**src/hw/rtl/sob3g_pkg.sv**
```systemverilog
`timescale 1ns / 1ps
// ----------------------------------------------------------------------------
// Sobel 3x3 gradient package
// Shared widths, register indexes and the word type that travels from the
// front part to the back part through the queue.
// ----------------------------------------------------------------------------
package sob3g_pkg;

    localparam int PIX_W  = 8;
    localparam int GRAD_W = 11;
    localparam int POS_W  = 12;
    localparam int CFG_W  = 13;
    localparam int CFG_IDX_W = 2;

    localparam int DEF_MAX_WIDTH  = 4096;
    localparam int DEF_MAX_HEIGHT = 4096;

    localparam logic [CFG_W-1:0] RST_FRAME_WIDTH  = CFG_W'(640);
    localparam logic [CFG_W-1:0] RST_FRAME_HEIGHT = CFG_W'(480);

    // Queue between the front and back parts.
    localparam int QDEPTH  = 2;
    localparam int QPTR_W  = $clog2(QDEPTH);
    localparam int QCNT_W  = $clog2(QDEPTH + 1);

    typedef enum logic [CFG_IDX_W-1:0] {
        CFG_FRAME_WIDTH  = 2'd0,
        CFG_FRAME_HEIGHT = 2'd1
    } t_cfg_idx;

    // One classified pixel: the new window column plus what to emit for it.
    typedef struct packed {
        logic [PIX_W-1:0] up;
        logic [PIX_W-1:0] mid;
        logic [PIX_W-1:0] px;
        logic             emit;
        logic             last;
        logic [POS_W-1:0] col;
        logic [POS_W-1:0] row;
    } t_item;

endpackage

```
**src/hw/rtl/sob3g_back.sv**
```systemverilog
`timescale 1ns / 1ps
// ----------------------------------------------------------------------------
// Sobel back part
// Shifts each queued column into the 3x3 window, computes both gradients
// and holds the result in the output register.
// ----------------------------------------------------------------------------
module sob3g_back (
    input  logic                             i_clk,
    input  logic                             i_rst_n,
    input  logic                             i_nonempty,
    input  sob3g_pkg::t_item                 i_item,
    output logic                             o_pop,
    output logic                             o_valid,
    input  logic                             i_stall,
    output logic signed [sob3g_pkg::GRAD_W-1:0] o_grad_x,
    output logic signed [sob3g_pkg::GRAD_W-1:0] o_grad_y,
    output logic [sob3g_pkg::POS_W-1:0]      o_out_col,
    output logic [sob3g_pkg::POS_W-1:0]      o_out_row,
    output logic                             o_frame_last
);
    import sob3g_pkg::*;

    // Window columns: index 0 top, 1 middle, 2 bottom.
    logic [PIX_W-1:0] r_left  [3];
    logic [PIX_W-1:0] r_cent  [3];
    logic [PIX_W-1:0] right_c [3];

    logic              r_out_valid;
    logic [GRAD_W-1:0] r_gx;
    logic [GRAD_W-1:0] r_gy;
    logic [POS_W-1:0]  r_col;
    logic [POS_W-1:0]  r_row;
    logic              r_last;

    logic [GRAD_W-1:0] sum_right;
    logic [GRAD_W-1:0] sum_left;
    logic [GRAD_W-1:0] sum_bot;
    logic [GRAD_W-1:0] sum_top;
    logic              load;

    assign o_pop = i_nonempty && (!r_out_valid || !i_stall);
    assign load  = o_pop && i_item.emit;

    assign right_c[0] = i_item.up;
    assign right_c[1] = i_item.mid;
    assign right_c[2] = i_item.px;

    // The window after this shift has left = old centre, centre = old right.
    assign sum_right = GRAD_W'(right_c[0]) + (GRAD_W'(right_c[1]) << 1)
                     + GRAD_W'(right_c[2]);
    assign sum_left  = GRAD_W'(r_cent[0]) + (GRAD_W'(r_cent[1]) << 1)
                     + GRAD_W'(r_cent[2]);
    assign sum_bot   = GRAD_W'(r_cent[2]) + (GRAD_W'(r_left[2]) << 1)
                     + GRAD_W'(right_c[2]);
    assign sum_top   = GRAD_W'(r_cent[0]) + (GRAD_W'(r_left[0]) << 1)
                     + GRAD_W'(right_c[0]);

    // r_left holds the column that becomes the centre after the shift.
    always_ff @(posedge i_clk) begin
        if (!i_rst_n) begin
            for (int k = 0; k < 3; k++) begin
                r_left[k] <= '0;
                r_cent[k] <= '0;
            end
        end else if (o_pop) begin
            for (int k = 0; k < 3; k++) begin
                r_cent[k] <= r_left[k];
                r_left[k] <= right_c[k];
            end
        end
    end

    always_ff @(posedge i_clk) begin
        if (!i_rst_n) begin
            r_out_valid <= 1'b0;
        end else if (load) begin
            r_out_valid <= 1'b1;
        end else if (!i_stall) begin
            r_out_valid <= 1'b0;
        end
    end

    always_ff @(posedge i_clk) begin
        if (load) begin
            r_gx   <= sum_right - sum_left;
            r_gy   <= sum_bot - sum_top;
            r_col  <= i_item.col;
            r_row  <= i_item.row;
            r_last <= i_item.last;
        end
    end

    assign o_valid      = r_out_valid;
    assign o_grad_x     = r_gx;
    assign o_grad_y     = r_gy;
    assign o_out_col    = r_col;
    assign o_out_row    = r_row;
    assign o_frame_last = r_last;

endmodule
```
**config.mk**
```make
export PLATFORM = sky130hd
export DESIGN_NAME = sob3g_back
export DESIGN_NICKNAME = d
export VERILOG_FILES = /design/src/hw/rtl/sob3g_pkg.sv /design/src/hw/rtl/sob3g_back.sv
export SDC_FILE = /design/constraint.sdc
export NUM_CORES = 1
export LEC_CHECK = 0
export BUFFER_PORTS_ARGS = -buffer_cell sky130_fd_sc_hd__buf_4
export CORE_MARGIN = 4
export CORE_UTILIZATION = 35
export CTS_CLUSTER_DIAMETER = 100
export DETAILED_ROUTE_END_ITERATION = 6
export GPL_TIMING_DRIVEN = 0
export PLACE_DENSITY = 0.66
export SLEW_MARGIN = 20
export SYNTH_ARGS = -nofsm -noshare
export SYNTH_HDL_FRONTEND = slang
export SYNTH_SLANG_ARGS = --single-unit
```
**constraint.sdc**
```tcl
create_clock -name i_clk -period 3.55 [get_ports i_clk]
set_clock_uncertainty 0.1 [all_clocks]
set_input_delay 0.71 -clock i_clk [delete_from_list [all_inputs] [get_ports i_clk]]
set_output_delay 0.71 -clock i_clk [all_outputs]
set_load 0.03 [all_outputs]
```
== Yosys cells after proc, flatten, opt, wreduce, memory -nomap -nowiden ==
Memories as Yosys holds them, arrays and structs flattened.
Index checks and enable logic that the tools add are counted.
Operators by class
  $add $sub $neg: 10
  equal/unequal tests: 1
  muxes and demuxes: 12
  bitwise gates (word level): 6
  reduce and logical (&&, ||, !) cells: 5
Operators with widths (number)
  two-way mux 8 bit: 6
  adder 10 x 8 -> 11 bit: 4
  adder 8 x 9 -> 10 bit: 4
  subtractor 11 bit: 2
  two-way mux 1 bit: 6
  bitwise OR 1 bit: 6
  logical AND 1 bit: 2
  zero test 1 bit: 2
  inequality test 2 x 1 -> 1 bit, second input constant: 1
  logical OR 1 bit: 1
Storage, ports and cells
  register bits after elaboration: 48
  bits in writable memories: 48
  input port bits: 54
  output and inout bits: 49
  logic and storage cells: 42
  memories kept: 2
Memories
  r_cent: depth 3, bits a word 8, rd ports 3, clocked after memory_dff 0, wr ports 3, RTL line sob3g_back.sv:25  | logic [PIX_W-1:0] r_cent [3];
  r_left: depth 3, bits a word 8, rd ports 3, clocked after memory_dff 0, wr ports 3, RTL line sob3g_back.sv:24  | logic [PIX_W-1:0] r_left [3];

== Longest topological paths before layout ==
  depth in word-level cells: 7
  gate-level depth with buffers: 14

== Worst setup path after synthesis ==
Ideal clock, no wire load.
  path type: input-to-reg
  from: input i_item[44] in the netlist's numbering
  to: register r_gy[8] (netlist: o_grad_y[8]), data pin
  library setup time: 0.261 ns
  arrival: 3.423 ns
  required time: 3.189 ns
  slack: -0.234 ns
  stages: 12
  path buffers: 0
  cells stage by stage: inv_1 -> fa_1 -> fa_1 -> inv_1 -> fa_1 -> inv_1 -> ha_1 -> a21o_1 -> a21oi_2 -> o21a_2 -> o21ai_2 -> xor2_1
On the way
  longest elaborated chain between the ends: 2
Ends and longest elaborated chain
  start, declared: RTL line sob3g_back.sv:11  | input sob3g_pkg::t_item i_item,
  adder 10 x 8 -> 11 bit: RTL line sob3g_back.sv:56  | + GRAD_W'(right_c[0]);
  subtractor 11 bit: RTL line sob3g_back.sv:86  | r_gy <= sum_bot - sum_top;
  end signal, assigned: RTL line sob3g_back.sv:86
  end, declared: RTL line sob3g_back.sv:30  | logic [GRAD_W-1:0] r_gy;
Every way passes these cells.
A chain may end at the register's enable or synchronous reset.

== Worst setup path in the final report ==
  from: input i_item[35] in the netlist's numbering
  to: register r_gx[8] (netlist: o_grad_x[8]), data pin
On the way
  longest elaborated chain between the ends: 3
Ends and longest elaborated chain
  adder 8 x 9 -> 10 bit: RTL line sob3g_back.sv:49  | assign sum_right = GRAD_W'(right_c[0]) + (GRAD_W'(right_c[1]) << 1)
  adder 10 x 8 -> 11 bit: RTL line sob3g_back.sv:50  | + GRAD_W'(right_c[2]);
  subtractor 11 bit: RTL line sob3g_back.sv:85  | r_gx <= sum_right - sum_left;
  end signal, assigned: RTL line sob3g_back.sv:85
  end, declared: RTL line sob3g_back.sv:29  | logic [GRAD_W-1:0] r_gx;
Every way passes these cells.

==> reports/metrics.cfg <==
[status]
run_status = finished clean

[synthesis]
yosys_warnings = 0
seq_area_frac_synth = 0.5099
netlist-cell-type-count = 26
synth_top_area_cell = edfxtp_1
syn_inst = 425
syn_nets = 565
synth_top_cell_area_share = 0.5063
synth_area_sq_um = 5634
ys_ff_latch = 96
syn_avg_cell_area_sq_um = 13.26
synth.area.top_cells = edfxtp_1 51%, fa_1 22%, inv_1 8.7%

[final_layout]
final_cell_mix = 123 x inv_1, 105 x buf_4, 95 x edfxtp_1
final_cells = 767
areaGrowthSynthToFinish_pct = 29.22
antennaDiodeCount = 0
fillCellCount = 1430
layout.nets = 686
final_layout_size_suffix_gt1_frac = 0.3031
final_common_cell = inv_1

[critical_path]
path_cells = buf_6 -> fa_1 -> fa_1 -> inv_2 -> fa_2 -> inv_2 -> ha_4 -> a21o_1 -> a21oi_2 -> o21a_2 -> o21ai_4 -> xor2_2
cpMaxStageDelayCell = fa_2
path_class = input port to flop
endpoint_kind = flop
cp.required_ns = 3.54
critPathLaunchType = input port
reg2reg_depth = 12
path_max_fanout = 2
slowest_delay_ns = 0.56
cp.arrival_ns = 3.53

[clock_network]
cts_hold_buf = 0
clk_latency_ns = 0.35
cts_tree = yes
clock-sinks = 96
clk_pin_slew_ns = 0.07
h-tree-depth = 3
cts_buffers = 9
clockBufferDepth = 2
root_buffer = clkbuf_16

[timing]
final_hold_viol_count = 0
fin_ws_ns = 0.01021
period_needed_ns = 3.540
fmax_mhz = 282.5
relSlewSlack = 0.5040
fin_crit_sh = 0.9971
setup_viol = 0
worstMarginPinSlew_ns = 0.7440
rsz0062_at_grt = true
slew_violations = 0

[floorplan]
pin_count = 103
initial_utilization = 0.3560
placeableCoreArea_sq_um = 15830
die_w_um = 134.9
dieArea_sq_um = 18190
num_rows = 46
dieHeight_um = 134.9

[routing]
antenna_left = 0
vias_per_cell = 4.289
wl_um = 11210
drc_errors = 0
first_pass_iters = 4
drt-initial-drc-count = 114
vias = 3290
wire_per_inst_um = 14.61

[flow_run]
cap_violations = 0

[power_and_ir_drop]
p_leak_nw = 3.178
p_per_area_nw_per_um2 = 731.7
ir_worst_vdd_uv = 325.6

[placement]
numPortBuffers = 102
gp_congestion = 0.8102
dp_cells = 745
place_hpwl_um = 8666
place_ws_ns = -0.4013

[grt]
track_usage = 0.1313
grt_pass1_wl_um = 18140
overflow = 0
antenna_found_initial = 0
grt_pass1_vias = 3702
grt_start_max_net_pins = 29

[min_path]
hp-class = flop to flop
min_path_cells = 1

-- routing by layer --
layer,share of wire,GRT usage,vias to the layer above
li1,-,-,1561
met1,0.41,0.1582,1654
met2,0.53,0.2310,63
met3,0.047,0.03353,12
met4,0.012,0.04186,0
met5,0,0,-
-- stage by stage --
| step | setup TNS (ns) | power [mW] | hold WS (ns) | area, sq um | utilization |
|---|---|---|---|---|---|
| finish | 0 | 5.327 | 0.4123 | 7281 | 0.4600 |
| global route | -0.1954 | 5.748 | 0.4128 | 7281 | 0.4600 |
| CTS | -0.003916 | 5.166 | 0.4121 | 7161 | 0.4524 |
| detailed placement | -3.558 | 4.088 | 0.4103 | 6819 | 0.4308 |
| global placement | -3.369 | 4.034 | 0.3990 | 6760 | 0.4271 |
| floorplan | -0.1048 | 3.434 | 0.3967 | 5724 | - |
-- final timing paths --
check	startpoint	to	slack [ns]
worst min-delay path	r_left[0][13]	r_cent[0][13]	0.41
worst max-delay path	i_item[35]	o_grad_x[8]	0.01
worst min register to register	r_left[0][13]	r_cent[0][13]	0.41
worst max register to register	r_cent[0][18]	o_grad_x[8]	0.03
-- repair_timing --
item | CTS | global route
pin swaps | 1 | 17
setup endpoints to repair | 2 | 9
gates resized for setup | 7 | 20
buffers inserted | 2 | 4
-- registers in the layout, indices dropped and copies added, names as in the netlist --
signal        cells
r_cent           24
o_out_col        12
o_valid           1
r_left           24
o_grad_x         11
o_out_row        12
o_grad_y         11
o_frame_last      1
-- Yosys cell counts --
cell type and count:
a21boi_0 1, nand2b_1 1, o211ai_1 2, xor2_1 2
ha_1 24, inv_1 131, and3_1 2, nand2_1 6
xnor2_1 12, o21a_2 2, nor3_1 2, and2_1 49
or3_1 2, fa_1 62, clkbuf_1 2, dfxtp_1 1
a21oi_2 4, a31oi_1 2, a21oi_1 8, buf_2 3
nand3_1 2, o221ai_1 2, edfxtp_1 95, o21ai_2 2
o21ai_0 2, a21o_1 4
-- critical path, delay by kind of cell --
family          cells  cell delay, ns
compound gates      4            0.66
xor+xnor            1            0.20
fa+ha+maj           4            1.77
buf+inv             3            0.19
-- cell families (layout without fill, tap and decap cells) --
family          after synthesis  in the layout  share of synthesized area
buf+inv                     136            262                    0.09127
fa+ha+maj                    86             86                     0.2736
simple gates                 64             64                    0.06751
flops                        96             96                     0.5099
xor+xnor                     14             14                    0.02176
compound gates               29             29                    0.03598
-- layout make-up --
cell class / instances / area, sq um / area share
Clock buffer: 11 / 232.7 / 0.03196
Clock inverter: 5 / 57.56 / 0.007905
Timing Repair Buffer: 110 / 880.8 / 0.1210
Buffer: 5 / 22.52 / 0.003093
Tap cell: 216 / 270.3 / 0.03712
Sequential cell: 96 / 2873 / 0.3946
Multi-Input combinational cell: 193 / 2452 / 0.3368
Inverter: 131 / 491.7 / 0.06754
-- report_power, final --
| part | total, mW | switching (mW) | internal [mW] | leakage (nW) |
|---|---|---|---|---|
| combinational | 2.76 | 1.49 | 1.26 | 2.07 |
| clock | 0.971 | 0.425 | 0.546 | 0.133 |
| sequential | 1.60 | 0.0545 | 1.55 | 0.975 |
Note: power is estimated with default switching activity, not from simulation.
