## src/hw/rtl/sob3g_pkg.sv

```systemverilog
`timescale 1ns / 1ps
// ----------------------------------------------------------------------------
// Sobel 3x3 gradient package
// Shared widths, register indexes and the word type that travels from the
// front part to the back part through the queue.
// ----------------------------------------------------------------------------
package sob3g_pkg;

    localparam int PIX_W  = 8;
    localparam int GRAD_W = 11;
    localparam int POS_W  = 12;
    localparam int CFG_W  = 13;
    localparam int CFG_IDX_W = 2;

    localparam int DEF_MAX_WIDTH  = 4096;
    localparam int DEF_MAX_HEIGHT = 4096;

    localparam logic [CFG_W-1:0] RST_FRAME_WIDTH  = CFG_W'(640);
    localparam logic [CFG_W-1:0] RST_FRAME_HEIGHT = CFG_W'(480);

    // Queue between the front and back parts.
    localparam int QDEPTH  = 2;
    localparam int QPTR_W  = $clog2(QDEPTH);
    localparam int QCNT_W  = $clog2(QDEPTH + 1);

    typedef enum logic [CFG_IDX_W-1:0] {
        CFG_FRAME_WIDTH  = 2'd0,
        CFG_FRAME_HEIGHT = 2'd1
    } t_cfg_idx;

    // One classified pixel: the new window column plus what to emit for it.
    typedef struct packed {
        logic [PIX_W-1:0] up;
        logic [PIX_W-1:0] mid;
        logic [PIX_W-1:0] px;
        logic             emit;
        logic             last;
        logic [POS_W-1:0] col;
        logic [POS_W-1:0] row;
    } t_item;

endpackage

```

## src/hw/rtl/sob3g_fifo.sv

```systemverilog
`timescale 1ns / 1ps
// ----------------------------------------------------------------------------
// Sobel word queue
// Short queue that decouples the front part from the back part.
// ----------------------------------------------------------------------------
module sob3g_fifo (
    input  logic              i_clk,
    input  logic              i_rst_n,
    input  logic              i_push,
    input  sob3g_pkg::t_item  i_item,
    output logic              o_full,
    input  logic              i_pop,
    output logic              o_nonempty,
    output sob3g_pkg::t_item  o_item
);
    import sob3g_pkg::*;

    t_item             r_mem [QDEPTH];
    logic [QPTR_W-1:0] r_wr_ptr;
    logic [QPTR_W-1:0] r_rd_ptr;
    logic [QCNT_W-1:0] r_count;
    logic              do_pop;

    assign o_full     = (r_count == QCNT_W'(QDEPTH));
    assign o_nonempty = (r_count != '0);
    assign do_pop     = i_pop && o_nonempty;
    assign o_item     = r_mem[r_rd_ptr];

    always_ff @(posedge i_clk) begin
        if (i_push) begin
            r_mem[r_wr_ptr] <= i_item;
        end
    end

    always_ff @(posedge i_clk) begin
        if (!i_rst_n) begin
            r_wr_ptr <= '0;
            r_rd_ptr <= '0;
            r_count  <= '0;
        end else begin
            if (i_push) begin
                r_wr_ptr <= (r_wr_ptr == QPTR_W'(QDEPTH - 1)) ? '0 : r_wr_ptr + QPTR_W'(1);
            end
            if (do_pop) begin
                r_rd_ptr <= (r_rd_ptr == QPTR_W'(QDEPTH - 1)) ? '0 : r_rd_ptr + QPTR_W'(1);
            end
            if (i_push && !do_pop) begin
                r_count <= r_count + QCNT_W'(1);
            end else if (do_pop && !i_push) begin
                r_count <= r_count - QCNT_W'(1);
            end
        end
    end

`ifndef SYNTHESIS
    a_no_overflow: assert property (@(posedge i_clk) disable iff (!i_rst_n)
        o_full |-> !(i_push && !do_pop))
        else $error("word queue overflow");
`endif

endmodule

```

## config.mk

```make
export PLATFORM = sky130hd
export DESIGN_NAME = sob3g_fifo
export DESIGN_NICKNAME = d
export VERILOG_FILES = /design/src/hw/rtl/sob3g_pkg.sv /design/src/hw/rtl/sob3g_fifo.sv
export SDC_FILE = /design/constraint.sdc
export NUM_CORES = 1
export LEC_CHECK = 0
export ABC_CLOCK_PERIOD_IN_PS = 5800
export BUFFER_PORTS_ARGS = -buffer_cell sky130_fd_sc_hd__buf_2
export CAP_MARGIN = 10
export CELL_PAD_IN_SITES_DETAIL_PLACEMENT = 0
export CELL_PAD_IN_SITES_GLOBAL_PLACEMENT = 1
export CORE_UTILIZATION = 39
export CTS_BUF_LIST = sky130_fd_sc_hd__clkbuf_8 sky130_fd_sc_hd__clkbuf_16
export CTS_CLUSTER_DIAMETER = 100
export DETAILED_ROUTE_END_ITERATION = 7
export PLACE_DENSITY_LB_ADDON = 0.1
export SLEW_MARGIN = 20
export SYNTH_ARGS = -nofsm -noshare
export SYNTH_HDL_FRONTEND = slang
export SYNTH_SLANG_ARGS = --single-unit
```

## constraint.sdc

```tcl
create_clock -name i_clk -period 5.8 [get_ports i_clk]
set_input_delay 1.16 -clock i_clk [delete_from_list [all_inputs] [get_ports i_clk]]
set_output_delay 1.16 -clock i_clk [all_outputs]
set_load 0.005 [all_outputs]
```

# Yosys cells after proc, flatten, opt, wreduce, memory -nomap -nowiden
# Memories as Yosys holds them, arrays and structs flattened. A register that Yosys moved wholly into a read port is not among the register bits.
# Cells that the tools add are included.
# Widths: inputs -> output; s select.
[totals]
ff_bits = 4
mem_bits_rw = 100
inputBits = 54
output_inout_bits = 52
word_cells = 24
mem_count = 1
[mem_list]
columns = ["memory", "words", "word_bits", "rd", "rd_clocked_by_memory_dff", "wr", "line", "source"]
rows = [
  ["r_mem", 2, 50, 1, 1, 1, "sob3g_fifo.sv:18", "t_item r_mem [QDEPTH];"],
]
[classes]
add_sub_neg = 4
n_eq_ne = 1
mux = 8
n_reduce_logical = 7
[ops]
columns = ["cell", "count"]
rows = [
  ["$mux 1", 6],
  ["$mux 2", 2],
  ["$reduce_bool 2->1", 2],
  ["$logic_and 1x1->1", 3],
  ["$add 1x1->1 const B", 2],
  ["$add 2x1->2 const B", 1],
  ["$eq 2x2->1 const B", 1],
  ["$logic_not 1->1", 2],
  ["$sub 2x1->2 const B", 1],
]

# Logic depth before layout (Yosys ltp)
# Gate-level depths: netlist of the first run.
[depth]
ltp_word = 5
mapped_depth = 5
mapped_depth_nobuf = 5

# Least setup slack after synthesis of the first run
# No wires, ideal clock.
[synth_path]
path_kind = "input to register"
from = "in i_push"
to = "mem r_mem[0][0] in the netlist's numbering, enable pin"
setup_ps = 465
arrival_time_ps = 3407
required_ps = 5335
slack_ps = 1928
stages = 1
path_buffers = 0
cell_sequence = "nor2b_1"
[synth_between]
elab_chain_len = 2
[synth_rtl]
columns = ["item", "line", "source"]
rows = [
  ["start, declared", "sob3g_fifo.sv:9", "input logic i_push,"],
  ["$mux 1", "sob3g_fifo.sv:30", "if (i_push) begin"],
  ["$mux 1 (implied by the code)", "sob3g_fifo.sv:31", "r_mem[r_wr_ptr] <= i_item;"],
  ["end, declared", "sob3g_fifo.sv:18", ""],
]
# No other way between the ends.

==> results of run 1 <==
==> cell usage after synthesis, drive strengths merged <==
cell / n / share of area, %
xor2: 1 / 0.23
buf: 5 / 0.66
clkbuf: 1 / 0.098
mux2: 50 / 15
a21boi: 1 / 0.20
xnor2: 2 / 0.46
or3: 1 / 0.16
ha: 1 / 0.33
edfxtp: 100 / 79
and2: 4 / 0.66
or2: 1 / 0.16
o21ai: 2 / 0.26
dfxtp: 5 / 2.6
o21a: 1 / 0.20
nor2b: 3 / 0.49
==> per-layer routing <==
layer | routed length [um] | GRT usage, % | vias up
met2 | 3326 | 23.60 | 60
met4 | 46 | 4.682 | 0
li1 | - | - | 914
met5 | 0 | 0 | -
met3 | 428 | 5.201 | 4
met1 | 2725 | 14.94 | 949
==> report_power, final <==
part           internal, mW  switching [mW]
combinational         0.214           0.152
clock                 0.239           0.228
sequential            0.884          0.0416
==> kinds of logic after synthesis <==
kind of cell	share of synthesized area, %
flip-flops	81.34
multiplexers	14.76
AND/OR/NAND/NOR	1.476
buffers and inverters	0.7541
AO/OA/AOI/OAI	0.6558
XOR/XNOR	0.6889
adder cells (fa/ha/maj)	0.3279
==> worst min path at each step <==
stage | startpoint | to | slack, ns | depth (start not counted)
2_1_floorplan | r_count[1] | r_count[1] | 0.47 | 2
3_3_place_gp | r_count[1] | r_count[1] | 0.50 | 2
3_5_place_dp | r_count[1] | r_count[1] | 0.51 | 2
4_1_cts | r_count[1] | r_count[1] | 0.53 | 2
5_1_grt | r_count[1] | r_count[1] | 0.59 | 2
6_report | r_count[1] | r_count[1] | 0.53 | 2
==> cell type report <==
cell class                      instances  area [um2]  area share, %
Tap cell                              129       161.4          3.424
Multi-Input combinational cell         67       691.9          14.68
Clock buffer                            9       123.9          2.628
Timing Repair Buffer                  108       548.0          11.63
Sequential cell                       105        3104          65.86
Clock inverter                          6       83.83          1.779
==> state kept, by name, indices dropped and copies added, names as in the netlist, named ones only <==
register / flops
r_count: 2
r_mem: 100
r_rd_ptr: 1
r_wr_ptr: 1
==> tightest hold or removal path: cells and delay by family (launching register included) <==
family / cells / cell delay, ns
compound gates: 2 / 0.14
flops: 1 / 0.35
==> through the flow <==
stage	hold WS (ns)	setup slack, ns	power [mW]	util, %	cells
after global routing	0.5863	2.474	1.854	50.29	424
after floorplan	0.4735	1.928	1.162	-	178
after CTS	0.5311	2.525	1.789	50.29	424
after detailed placement	0.5132	2.900	1.319	48.08	409
after global placement	0.4962	2.915	1.317	48.08	409
final	0.5288	2.609	1.758	50.29	424
==> summary.txt, run 1 <==
Synth
  – Post-Syn Instances: ~180
  – Synthesized net count: 233
  – Synth unique cells: 17
  – Register area share after synthesis: between 80% and 90%
  – Post-synthesis register bit count: 105
  – Synthesized area: 3815 um2
  – Yosys warns: 0
  – Mean Syn Cell Area: 21.43 um2

Floorplanning
  – Width of the chip: 100.9 um
  – DIE HEIGHT: 100.9 um
  – Initial Utilization: 40.71%
  – I/O pin count: ~110
  – Die Area: 10,180 um2
  – Site row count: 35
  – Area of the core: 9371 um2

Critical path
  – Worst setup path end: o_item[48]
  – Worst path bufs/invs: 2
  – Slowest cell on crit path: dfxtp_2
  – Setup crit start kind: flip-flop
  – Worst EP required: 4.64 ns
  – Max incr delay on CP: roughly 0.67 ns
  – Crit Path Category: flip-flop to primary output
  – WP depth: 3
  – R2R Path Start: r_wr_ptr
  – Nature of the critical path endpoint: primary output
  – Crit-path max FO: 29
  – CP arrival: 2.03 ns
  – FF-to-FF path depth: 2
  – Worst path cell trace: buf_4 -> mux2_2 -> buf_2
  – Register-to-register setup slack: approximately 4.3 ns
  – Crit path max-delay family: flip-flops
  – Critical R2R Capture: r_mem[1][18]

Clock tree
  – # hold bufs at CTS: 0
  – CTS tree: built
  – # Post-CTS Setup Buffers: 0
  – Clock Latency Late Sink: 0.35 ns
  – Clock Root Buffer: clkbuf_8
  – CTS clock-pin slew for the worst setup and hold paths: approximately 0.09 ns
  – Clock H-tree levels: 3
  – CTS sink cnt: between 100 and 150
  – Cts repair resizes: 0
  – Clock Path Buffers: 2
  – Cts bufs inserted: 9

Timing
  – Final setup vio count: 0
  – Fmax: between 0.3 and 0.4 GHz
  – RSZ-0062 raised after global routing: no
  – Hold Vio Cnt, Final: 0
  – Slew Limit Headroom: a little over half
  – Clock skew: 0.007485 ns
  – Least-Margin Pin Slew: slightly above 0.7 ns
  – Final slew viol count: 0
  – Period utilization: 55.03%
  – Tmin final: 3.191 ns
  – Total negative slack: 0 ns

GRT
  – Global-route wire length before repair: 9901 um
  – Grt ovf: 0
  – Initial antenna violation count: 1
  – Pin count of the biggest net entering global routing: 52
  – Vias in the first global route: 2,074
  – Aggregate global-route resource usage: 13.47%

Outcome
  – Outcome: finished clean

Route
  – Initial DRT Pass Iterations: 4
  – Initial DRC Count: 21
  – Vias/cell: about 4.5
  – Post-Route WL: 6527 um
  – Final ANT Viol Nets: 0
  – Wire per inst: 15.39 um
  – DRC violations left: 0
  – Vias: 1,927

Layout
  – Area Growth Syn to Fin: 23.55%
  – Fraction of layout cells with a size suffix above 1: 58.31%
  – Design Area, Final: around 4700 um2
  – Commonest cells after routing, fill and taps aside: buf_2, edfxtp_1, mux2_2
  – Nets: 346
  – Inserted Diodes: 0
  – Most common cell after layout, fill and taps aside: buf_2
  – Fill count: 842

Place
  – DP HPWL: 4086 um
  – Placed Area: 4506 um2
  – # port buffers: 105
  – GPL Wtd Cong: 0.6740

Pwr
  – Pwr per Cell Area: roughly 370 nW/um2
  – Maximum vdd drop: 0.1492 mV
  – Leakage: 1.747 nW

Hold path
  – Hold crit path type: flip-flop to flip-flop

Flow run
  – Max cap viols: 0
No activity file was read; power rests on OpenSTA's default activity.
==> run 2, diff against run 1 <==
Settings changed: ABC_CLOCK_PERIOD_IN_PS 5800 to 3000.
Clock period 5.8 ns to 3 ns, I/O delays scaled along.
==> run 2 against run 1 <==
First-iteration DRC count grew to 3.1 times the previous value. Routed wire length is 2.9% lower. Sequential power is 88% higher. Critical path depth stayed put. Register-to-register slack worse by 2.9 ns. Via count hardly changed.
==> summary.txt, run 2 (synthesized netlist as in run 1, its figures left out) <==
Clock tree
  – CTS sink cnt: approximately 110
  – Clock Latency Late Sink: 0.35 ns
  – CTS tree: built
  – Clock H-tree levels: 3
  – Clock Root Buffer: clkbuf_8
  – # Post-CTS Setup Buffers: 0
  – Cts repair resizes: 0
  – Cts bufs inserted: 9
  – CTS clock-pin slew for the worst setup and hold paths: 0.10 ns
  – # hold bufs at CTS: 0
  – Clock Path Buffers: 2

GRT
  – Pin count of the biggest net entering global routing: 51
  – Vias in the first global route: about 2,000
  – Aggregate global-route resource usage: 13.05%
  – Global-route wire length before repair: roughly 9600 um
  – Initial antenna violation count: 0
  – Grt ovf: 0

Pwr
  – Maximum vdd drop: approximately 0.3 mV
  – Total chip power: 3.328 mW
  – Leakage: 1.746 nW
  – Pwr per Cell Area: between 700 and 800 nW/um2

Layout
  – Most common cell after layout, fill and taps aside: buf_2
  – Inserted Diodes: 0
  – Commonest cells after routing, fill and taps aside: buf_2, edfxtp_1, mux2_2
  – Footprint of the multi-input gates: 691.9 um2
  – Final core utilization: 50.41%
  – Fraction of layout cells with a size suffix above 1: 58.92%
  – Fill count: 818
  – Largest registers: r_mem x100, r_count x2
  – Number of flip-flops in the largest register: 100
  – Area Growth Syn to Fin: 23.84%
  – Top reg by flops: r_mem
  – Sequential cell area: just over 3000 um2
  – Nets: 347

Timing
  – Tmin final: 2.130 ns
  – Fmax: 0.4694 GHz
  – Period utilization: 71.02%
  – Least-Margin Pin Slew: between 0.6 and 0.7 ns
  – Final slew viol count: 0
  – Final setup vio count: 0
  – RSZ-0062 raised after global routing: no
  – Clock skew: 0.007649 ns
  – Hold Vio Cnt, Final: 0
  – Slew Limit Headroom: 59.97%
  – Total negative slack: 0 ns

Critical path
  – Slowest cell on crit path: mux2_2
  – Worst path cell trace: buf_12 -> mux2_2 -> buf_2
  – Setup crit start kind: flip-flop
  – Worst path bufs/invs: 2
  – Worst EP required: 2.40 ns
  – R2R Path Start: r_wr_ptr
  – CP arrival: 1.53 ns
  – Max incr delay on CP: 0.39 ns
  – Crit path max-delay family: buffers and inverters
  – Crit Path Category: flip-flop to primary output
  – Nature of the critical path endpoint: primary output
  – Crit-path max FO: 50
  – Register-to-register setup slack: roughly 1.4 ns

Route
  – DRC violations left: 0
  – Wire per inst: 14.87 um
  – Vias: 1,928
  – Initial DRC Count: 66
  – Initial DRT Pass Iterations: 4
  – Vias/cell: 4.526
  – Final ANT Viol Nets: 0
  – Post-Route WL: 6336 um

Place
  – GPL Wtd Cong: 0.6265
  – # port buffers: 105
  – DP HPWL: 4006 um

Hold path
  – HP Start: i_item[38]
  – Hold crit path type: primary input to flip-flop

Floorplanning
  – I/O pin count: 106
  – Site row count: 35
  – Initial Utilization: 40.71%
  – Area of the core: 9371 um2
  – DIE HEIGHT: 100.9 um
  – Die Area: 10,180 um2
  – Width of the chip: about 100 um

Flow run
  – Max cap viols: 0

Outcome
  – Outcome: finished clean
## run 2: cell count changes in the layout (fill, tap and decap cells not counted), sizes merged
cell / delta
inv: +3
bufinv: -2
buf: +1
clkinv: -1
clkinvlp: +1
## run 2: final timing paths
| path | to | cells after the start |
|---|---|---|
| hold / removal | r_mem[0][38] | 1 |
| hold reg to reg | r_count[1] | 2 |
| setup reg to reg | r_mem[1][18] | 2 |
| setup / recovery | o_item[45] | 3 |
## run 2: layout make-up
| type | instances | area share [%] |
|---|---|---|
| Sequential cell | 105 | 65.70 |
| Multi-Input combinational cell | 67 | 14.65 |
| Timing Repair Buffer | 109 | 12.29 |
| Tap cell | 129 | 3.416 |
| Clock buffer | 9 | 2.622 |
| Clock inverter | 7 | 1.324 |
## run 2: routing by layer
metal  wire length (um)  GRT usage, %
met1               2760         15.71
met2               2982         20.86
met3                496         5.132
met5                  0             0
met4                 97         5.686
## run 2: power by group
group | internal, mW | switching (mW) | leakage (nW)
registers | 1.71 | 0.0347 | 0.980
logic | 0.433 | 0.343 | 0.680
clock network | 0.317 | 0.492 | 0.0859
## run 2: through the flow
stage               cell area, um2  hold slack [ns]  setup slack [ns]  instances
floorplan                     3817           0.4735            0.6344        178
global placement              4538           0.4978             1.099        410
detailed placement            4538           0.5082             1.090        410
CTS                           4725           0.4030            0.8458        426
global route                  4725           0.3936            0.8008        426
finish                        4725           0.4230            0.8695        426
## run 2: worst reg2reg max path, stage by stage (launching register included)
cell and delay, ns:
dfxtp_1 0.40, and2_2 0.56, buf_12 0.28
